### config.mk
export PLATFORM = sky130hd
export DESIGN_NAME = bfd_ctrl
export DESIGN_NICKNAME = d
export VERILOG_FILES = /design/src/rtl/core/bfd_pkg.sv /design/src/rtl/core/bfd_ctrl.sv
export SDC_FILE = /design/constraint.sdc
export NUM_CORES = 1
export LEC_CHECK = 0
export ABC_AREA = 1
export ABC_CLOCK_PERIOD_IN_PS = 4100
export BUFFER_PORTS_ARGS = -buffer_cell sky130_fd_sc_hd__buf_2
export CORE_MARGIN = 2
export CORE_UTILIZATION = 50
export CTS_CLUSTER_SIZE = 25
export DETAILED_ROUTE_END_ITERATION = 12
export GPL_TIMING_DRIVEN = 0
export HOLD_SLACK_MARGIN = 0.15
export MAX_ROUTING_LAYER = met4
export PLACE_DENSITY = 0.72
export SLEW_MARGIN = 5
export SYNTH_ARGS = -nofsm -noshare
export SYNTH_HDL_FRONTEND = slang
export SYNTH_SLANG_ARGS = --single-unit
export TNS_END_PERCENT = 5
### constraint.sdc
create_clock -name clk_i -period 4.1 [get_ports clk_i]
set_clock_uncertainty 0.2 [all_clocks]
set_input_delay 0.41 -clock clk_i [delete_from_list [all_inputs] [get_ports clk_i]]
set_output_delay 0.41 -clock clk_i [all_outputs]
set_load 0.05 [all_outputs]
### src/rtl/core/bfd_pkg.sv
// shared types and constants of the box filter downscaler
package bfd_pkg;

  localparam int LW_W     = 12;
  localparam int PIX_W    = 8;
  localparam int ROW_W    = 11;
  localparam int SUM_W    = 14;

  localparam int FACTOR_DEF         = 2;
  localparam int MAX_LINE_WIDTH_DEF = 2048;

  localparam logic [LW_W-1:0] LW_RESET = 12'd1920;

  typedef struct packed {
    logic [PIX_W-1:0] pixel_in;
    logic             start_of_frame;
  } pix_in_t;

  typedef struct packed {
    logic [PIX_W-1:0] pixel_out;
    logic             end_of_out_line;
  } pix_out_t;

  typedef struct packed {
    logic             valid;
    logic             first_line;
    logic             last_line;
    logic             eol;
    logic [ROW_W-1:0] row_sum;
  } band_req_t;

endpackage

### src/rtl/core/bfd_ctrl.sv
// line position counters, row accumulator and groups per line register
module bfd_ctrl #(
  parameter int FACTOR         = bfd_pkg::FACTOR_DEF,
  parameter int MAX_LINE_WIDTH = bfd_pkg::MAX_LINE_WIDTH_DEF,
  localparam int IDX_W         = $clog2(MAX_LINE_WIDTH / FACTOR)
) (
  input  logic                     clk_i,
  input  logic                     rst_ni,
  input  logic                     cfg_valid_i,
  input  logic [bfd_pkg::LW_W-1:0] cfg_data_i,
  input  logic                     accept_i,
  input  bfd_pkg::pix_in_t         in_data_i,
  output bfd_pkg::band_req_t       req_o,
  output logic [IDX_W-1:0]         req_idx_o
);

  localparam int DEPTH  = MAX_LINE_WIDTH / FACTOR;
  localparam int GRP_W  = $clog2(DEPTH + 1);
  localparam int PH_W   = $clog2(FACTOR);
  localparam int SH     = bfd_pkg::LW_W + PH_W;
  localparam int RECIP  = ((1 << SH) + FACTOR - 1) / FACTOR;
  localparam int PROD_W = bfd_pkg::LW_W + SH + 1;
  localparam logic [PH_W-1:0] PH_LAST = PH_W'(FACTOR - 1);

  // groups per line: clamp, divide by factor, at least one
  function automatic logic [GRP_W-1:0] calc_groups(input logic [bfd_pkg::LW_W-1:0] lw);
    logic [bfd_pkg::LW_W-1:0] wc;
    logic [PROD_W-1:0]        prod;
    logic [GRP_W-1:0]         q;
    if (int'(lw) > MAX_LINE_WIDTH) begin
      wc = bfd_pkg::LW_W'(MAX_LINE_WIDTH);
    end else begin
      wc = lw;
    end
    prod = PROD_W'(wc) * PROD_W'(RECIP);
    q    = GRP_W'(prod >> SH);
    if (q == '0) begin
      q = GRP_W'(1);
    end
    return q;
  endfunction

  logic [PH_W-1:0]           p_q, p_d, p0;
  logic [GRP_W-1:0]          g_q, g_d, g0;
  logic [PH_W-1:0]           bp_q, bp_d, bp0;
  logic [bfd_pkg::ROW_W-1:0] acc_q, acc_d, acc0, acc_sum;
  logic [GRP_W-1:0]          q_q, q_d;
  logic [GRP_W:0]            g_inc;
  logic                      grp_end, line_end, sof;

  always_comb begin
    sof     = in_data_i.start_of_frame;
    p0      = sof ? '0 : p_q;
    g0      = sof ? '0 : g_q;
    bp0     = sof ? '0 : bp_q;
    acc0    = sof ? '0 : acc_q;
    acc_sum = acc0 + bfd_pkg::ROW_W'(in_data_i.pixel_in);
    grp_end = (p0 == PH_LAST);
    g_inc   = {1'b0, g0} + (GRP_W+1)'(1);
    line_end = (g0 >= q_q) || (grp_end && (g_inc >= {1'b0, q_q}));

    p_d   = p_q;
    g_d   = g_q;
    bp_d  = bp_q;
    acc_d = acc_q;
    if (accept_i) begin
      if (line_end) begin
        p_d   = '0;
        g_d   = '0;
        acc_d = '0;
        bp_d  = (bp0 == PH_LAST) ? '0 : bp0 + PH_W'(1);
      end else if (grp_end) begin
        p_d   = '0;
        g_d   = g_inc[GRP_W-1:0];
        acc_d = '0;
        bp_d  = bp0;
      end else begin
        p_d   = p0 + PH_W'(1);
        g_d   = g0;
        acc_d = acc_sum;
        bp_d  = bp0;
      end
    end

    q_d = cfg_valid_i ? calc_groups(cfg_data_i) : q_q;

    req_o.valid      = accept_i && grp_end;
    req_o.first_line = (bp0 == '0);
    req_o.last_line  = (bp0 == PH_LAST);
    req_o.eol        = line_end;
    req_o.row_sum    = acc_sum;
    req_idx_o        = g0[IDX_W-1:0];
  end

  always_ff @(posedge clk_i or negedge rst_ni) begin
    if (!rst_ni) begin
      p_q   <= '0;
      g_q   <= '0;
      bp_q  <= '0;
      acc_q <= '0;
      q_q   <= calc_groups(bfd_pkg::LW_RESET);
    end else begin
      p_q   <= p_d;
      g_q   <= g_d;
      bp_q  <= bp_d;
      acc_q <= acc_d;
      q_q   <= q_d;
    end
  end

endmodule

==> flow_summary_export.csv, run 1 <==
group,metric,value,unit
outcome,outcome,"complete, no violations",
pwr,powerDensity,356,mW/mm2
clock_tree,clock_sinks,35,
clock_tree,clk-insertion-delay-late,280,ps
synthesis,syn_inst,398,
job,cap_violations,0,
timing,drv_slew,0,
critical_path,path_max_fanout,9,
routing,firstDrtPassIters,4,
clock_tree,cts_buffer_depth,2,
global_routing,grt_usage,23.7,%
timing,fmax,0.261,GHz
routing,wl_per_cell,12.7,um
floorplanning,start_util,52.1,%
clock_tree,cts.reportedPaths.clkPinSlew,70,ps
routing,num_vias,2681,
critical_path,crit_path_start_kind,"primary input",
layout,n_antenna_cell,0,
layout,multiInputGateArea,0.00163,mm2
critical_path,crit_arrival,3210,ps
layout,nNetsFinal,509,
timing,period_needed,3820,ps
timing,worst_pin_slew,809,ps
routing,viasPerCell,5.10,
pwr,p_leak,1.86,nW
pwr,vdd_drop_max,0.281,mV
layout,fillers,538,
layout,drive_above_1_share,18.3,%
floorplanning,core,0.00554,mm2
layout,area_growth,15.4,%
critical_path,required,3490,ps
timing,fin_crit_sh,93.3,%
synthesis,synth.net_count,454,
placed_design,dp_hpwl,5.25,mm
global_routing,grt_max_degree,36,
pwr,p_clk_share,23.2,%
placed_design,place_ws,-138,ps
timing,whs,160,ps
routing,antenna_left,0,
global_routing,grt_pass1_vias,2672,
critical_path,crit_path_end_kind,"output port",
synthesis,yosysSeqAreaShare,30.5,%
placed_design,io_buffers,48,
timing,rsz0062_at_grt,"no",
pwr,switching_share,42.0,%
critical_path,reg2reg_to,"g_q[8]$_DFFE_PN0P_",
synthesis,synth_area,0.00289,mm2
pwr,power.total,1.19,mW
critical_path,crit_start,"in_data_i[0]",
global_routing,overflow,0,
pwr,p_comb_share,42.5,%
routing,drtIter0Drc,131,
synthesis,ys_types,34,
placed_design,gp_congestion,0.844,
clock_tree,cts_buffers,5,
layout,final_cell_mix,"inv_1, nand2_1, buf_2, nand3_1, dfrtp_1",
critical_path,path_class,"in2out",
synthesis,avgSynthCellArea,7.26,um2
pwr,pwr-share-seq,34.3,%
pwr,intPower,688,uW
clock_tree,clock-root-buffer,"clkbuf_8",
timing,hold_viol_final,0,
layout,seq_area,881,um2
synthesis,ys_warn_count,0,
timing,finalSetupViolCount,0,
routing,routed_wl,6.69,mm
critical_path,endpoint,"req_o[11]",
floorplanning,die-area,0.00640,mm2
clock_tree,cts.htree.levels,2,
worst_hold_path,hold_path_class,"in2reg",
timing,final.setup.worst_slack,275,ps
routing,drc,0,
timing,slew_headroom,46.1,%
critical_path,r2r-start,"g_q[0]$_DFFE_PN0P_",
clock_tree,cts_tree,"yes",
floorplanning,row_count,27,
synthesis,synth_seq_cells,35,
pwr,power.switching,499,uW
critical_path,r2r_cells,18,
layout,instances_no_fill,526,
floorplanning,die_h,80.0,um
layout,layout_commonest_cell,"inv_1",
global_routing,antenna_found_initial,0,
floorplanning,pin_count,50,
floorplanning,die_w,80.0,um
critical_path,r2r_slack,1050,ps
placed_design,dp_cells,518,
global_routing,grt_pass1_wl,11.8,mm
what timing repair did:
| action | 4_1_cts | 5_1_grt |
|---|---|---|
| hold buffers | 1 | 0 |
| endpoints found under the setup margin | 1 | 0 |
| buffers inserted | 0 | 0 |
| hold endpoints to repair | 31 | 0 |
| gates resized for setup | 2 | 0 |
worst max-delay path: stages:
cell and delay [ps]:
buf_2 110, inv_2 140, nand2_2 100, inv_1 130
ha_1 220, nand3_2 160, nor3_4 270, nand3_1 120
and2_1 190, ha_1 320, o21ai_0 110, nand3_1 90
inv_1 50, nand2_1 60, inv_1 40, nand2_1 60
nand2_1 60, nand2_1 170, buf_4 140, buf_2 250
layout make-up:
| type | instances | share of cell area, % |
|---|---|---|
| plain buffers | 8 | 1.73 |
| multi-input cells | 268 | 48.9 |
| clock buffers | 8 | 3.00 |
| flip-flops and latches | 35 | 26.4 |
| repair buffers | 49 | 7.51 |
| well taps | 72 | 2.70 |
| inverters | 86 | 9.69 |
Yosys cell counts (all sizes together):
cell	number	share of area (%)
xnor2	1	0.30
a21boi	1	0.65
a21oi	13	2.3
ha	30	13
nand3	41	7.3
o21ai	26	4.5
o21bai	2	0.52
xor2	13	3.9
dfrtp	31	27
o21a	1	0.26
o22ai	18	3.9
dfstp	4	3.6
a21o	2	0.52
buf	6	1.7
fa	1	0.69
nor2	37	5.4
nor4	1	0.22
inv	86	11
clkbuf	3	0.39
nand4	7	1.5
or2	1	0.22
a22oi	3	0.78
nand2	63	8.4
nor3	5	1.4
and2	2	0.43
power groups by stage:
stage,combinational (mW),clock [mW],sequential [mW]
floorplan,0.391,0,0.410
finish,0.505,0.275,0.407
global placement,0.494,0,0.412
detailed placement,0.500,0,0.413
CTS,0.506,0.283,0.407
global route,0.559,0.298,0.412
flip-flops by register name (all words and copies together) (netlist names):
signal	flops
acc_q	11
bp_q	1
g_q	11
p_q	1
q_q	11
cells by family after synthesis:
family	synth area share (%)
simple gates	24.9
compound gates	13.4
fa+ha+maj	13.7
buf+inv	13.3
flops	30.5
xor+xnor	4.25
per-layer routing:
| layer | share of wire [%] | track usage, % | routed length (um) |
|---|---|---|---|
| met5 | 0 | - | 0 |
| met4 | 0.57 | 5.76 | 38 |
| met3 | 3.8 | 3.28 | 251 |
| met2 | 46 | 38.6 | 3060 |
| met1 | 50 | 31.4 | 3340 |
worst min path at each step:
| stage | from | cells past startpoint | end | slack [ps] |
|---|---|---|---|---|
| global placement | bp_q$_DFFE_PN0P_ | 2 | bp_q$_DFFE_PN0P_ | 280 |
| finish | cfg_data_i[9] | 3 | q_q[8]$_DFFE_PN1P_ | 160 |
| CTS | cfg_data_i[9] | 3 | q_q[8]$_DFFE_PN1P_ | 150 |
| detailed placement | g_q[1]$_DFFE_PN0P_ | 2 | g_q[1]$_DFFE_PN0P_ | 290 |
| floorplan | rst_ni | 0 | acc_q[0]$_DFFE_PN0P_ | -90 |
| global route | cfg_data_i[8] | 3 | q_q[7]$_DFFE_PN1P_ | 150 |
stage by stage:
stage	util [%]	area, um2	setup TNS [ps]
3_5_place_dp	58.1	3220	-138
6_report	60.1	3330	0
4_1_cts	60.1	3330	0
5_1_grt	60.1	3330	0
2_1_floorplan	-	2890	0
3_3_place_gp	58.1	3220	-78.3
(Power assumes the default switching activity.)
==> inputs of run 2 (changes only) <==
--- a/config.mk
+++ b/config.mk
@@ -8,7 +8,7 @@
 export ABC_AREA = 1
 export ABC_CLOCK_PERIOD_IN_PS = 4100
 export BUFFER_PORTS_ARGS = -buffer_cell sky130_fd_sc_hd__buf_2
-export CORE_MARGIN = 2
+export CORE_MARGIN = 8
 export CORE_UTILIZATION = 50
 export CTS_CLUSTER_SIZE = 25
 export DETAILED_ROUTE_END_ITERATION = 12
@@ -16,6 +16,7 @@
 export HOLD_SLACK_MARGIN = 0.15
 export MAX_ROUTING_LAYER = met4
 export PLACE_DENSITY = 0.72
+export SKIP_LAST_GASP = 1
 export SLEW_MARGIN = 5
 export SYNTH_ARGS = -nofsm -noshare
 export SYNTH_HDL_FRONTEND = slang
==> run 2 against run 1 <==
Wire length rose by 8.7%. First-iteration DRC count up 31%. Fmax is 0.68% lower. Core utilization grew 0.18 points. Highest routed layer unchanged. Setup slack got worse by 26 ps. Hold slack got worse by 7.3 ps.
==> flow_summary_export.csv, run 2 (synthesis results as in run 1) <==
group,metric,value,unit
outcome,outcome,"complete, no violations",
placed_design,dp_hpwl,5.63,mm
job,cap_violations,0,
critical_path,cpMostUsedCell,"nand2_1",
global_routing,grt_usage,18.2,%
global_routing,grt_max_degree,36,
floorplanning,die_w,92.0,um
critical_path,max_stage_delay,380,ps
timing,fmax,0.260,GHz
critical_path,crit_path_top_delay_cell,"dfrtp_1",
critical_path,crit_arrival,3240,ps
pwr,vdd_drop_max,0.247,mV
pwr,p_clk_share,23.4,%
floorplanning,pin_count,50,
clock_tree,clock-root-buffer,"clkbuf_8",
timing,slew_headroom,45.0,%
timing,worst_pin_slew,824,ps
timing,fin_tns_setup,0,ps
clock_tree,cts_tree,"yes",
timing,hold_viol_final,0,
layout,utilization,60.3,%
placed_design,gp_congestion,0.842,
routing,routed_wl,7.27,mm
clock_tree,cts.htree.levels,2,
global_routing,grt_pass1_wl,12.6,mm
global_routing,overflow,0,
timing,rsz0062_at_grt,"no",
layout,n_antenna_cell,0,
layout,final_cell_mix,"inv_1, nand2_1, buf_2, nand3_1, dfrtp_1",
global_routing,antenna_found_initial,0,
placed_design,io_buffers,48,
timing,drv_slew,0,
floorplanning,row_count,27,
critical_path,path_class,"reg2out",
critical_path,r2r_cells,18,
routing,drtIter0Drc,172,
routing,drc,0,
pwr,intPower,689,uW
layout,layout_commonest_cell,"inv_1",
worst_hold_path,hold_path_depth,3,
clock_tree,cts_buffers,5,
floorplanning,die_h,92.0,um
critical_path,crit_start,"g_q[0]$_DFFE_PN0P_",
pwr,pwr-share-seq,34.1,%
pwr,switching_share,42.5,%
layout,drive_above_1_share,18.2,%
critical_path,r2r_slack,1030,ps
routing,wl_per_cell,13.8,um
critical_path,crit_path_start_kind,"flop",
pwr,p_leak,1.87,nW
pwr,powerDensity,358,mW/mm2
pwr,p_comb_share,42.5,%
clock_tree,clk-insertion-delay-late,290,ps
worst_hold_path,min_to,"q_q[7]$_DFFE_PN1P_",
routing,num_vias,2752,
clock_tree,post_cts_buffers,0,
worst_hold_path,hold_start,"cfg_data_i[8]",
critical_path,path_max_fanout,5,
clock_tree,clock_sinks,35,
clock_tree,cts.reportedPaths.clkPinSlew,70,ps
routing,antenna_left,0,
worst_hold_path,hold_path_class,"in2reg",
routing,viasPerCell,5.22,
critical_path,r2r-start,"g_q[0]$_DFFE_PN0P_",
global_routing,grt_pass1_vias,2756,
layout,nNetsFinal,510,
critical_path,reg2reg_to,"g_q[8]$_DFFE_PN0P_",
floorplanning,core,0.00554,mm2
timing,fin_crit_sh,93.9,%
critical_path,required,3490,ps
layout,area_growth,15.7,%
pwr,power.switching,508,uW
clock_tree,cts_buffer_depth,2,
critical_path,crit_chain,"inv_1 -> nor2_4 -> ha_1 -> nand3_2 -> nor3_4 -> nand3_1 -> and2_1 -> ha_1 -> o21ai_0 -> nand3_1 -> inv_1 -> nand2_1 -> inv_1 -> nand2_1 -> nand2_1 -> nand2_1 -> buf_4 -> buf_2",
critical_path,crit_path_end_kind,"output port",
routing,firstDrtPassIters,4,
timing,period_needed,3850,ps
layout,reg_top3,"acc_q: 11 flops, g_q: 11 flops, q_q: 11 flops",
floorplanning,start_util,52.1,%
floorplanning,die-area,0.00846,mm2
timing,finalSetupViolCount,0,
## run 2: changes by cell type in the layout (fill, tap and decap cells not counted), sizes merged
cell and delta:
dlygate4sd3 +1
## run 2: how the worst max path moves through the flow
stage | end | slack [ps] | cells past startpoint
global placement | req_o[11] | -80 | 20
global route | req_o[11] | 40 | 20
CTS | req_o[11] | 290 | 18
detailed placement | req_o[11] | -190 | 20
floorplan | req_o[11] | 0.5 | 18
finish | req_o[11] | 250 | 18
## run 2: critical path, delay by kind of cell, from the launching register on
| kind | cells | cell delay [ps] |
|---|---|---|
| flops | 1 | 380 |
| buf+inv | 5 | 570 |
| fa+ha+maj | 2 | 540 |
| compound gates | 1 | 120 |
| simple gates | 10 | 1340 |
## run 2: stage by stage
step	power (mW)	setup WS [ps]	cells	area (um2)	hold WS, ps
floorplan	0.801	0.531	398	2890	-85.6
finish	1.20	249	527	3340	152
CTS	1.21	286	527	3340	150
global route	1.28	38.5	527	3340	159
detailed placement	0.918	-187	518	3220	285
global placement	0.909	-76.8	518	3220	283
## run 2: final cells by class
| class | count | area, um2 |
|---|---|---|
| Tap cell | 72 | 90.1 |
| Timing Repair Buffer | 50 | 260 |
| Buffer | 8 | 57.6 |
| Sequential cell | 35 | 881 |
| Inverter | 86 | 323 |
| Clock buffer | 8 | 100 |
| Fill cell | 548 | 2200 |
| Multi-Input combinational cell | 268 | 1630 |
## run 2: what timing repair did
action	in CTS	in global routing
endpoints found under the hold margin	32	0
hold buffers	2	0
endpoints found under the setup margin	1	0
gates resized for setup	2	0
## run 2: metal layers
| layer | up-vias | part of all wire, % | GRT usage [%] |
|---|---|---|---|
| li1 | 1406 | - | - |
| met1 | 1293 | 49 | 23.2 |
| met2 | 49 | 47 | 29.5 |
| met3 | 4 | 3.5 | 3.34 |
| met4 | 0 | 0.51 | 3.22 |
| met5 | - | 0 | - |
## run 2: power groups by stage
stage               Sequential [mW]  Clock [mW]  Combinational, mW
floorplan                     0.410           0              0.391
global placement              0.413           0              0.497
detailed placement            0.414           0              0.504
CTS                           0.408       0.287              0.511
global route                  0.412       0.300              0.565
finish                        0.408       0.280              0.509
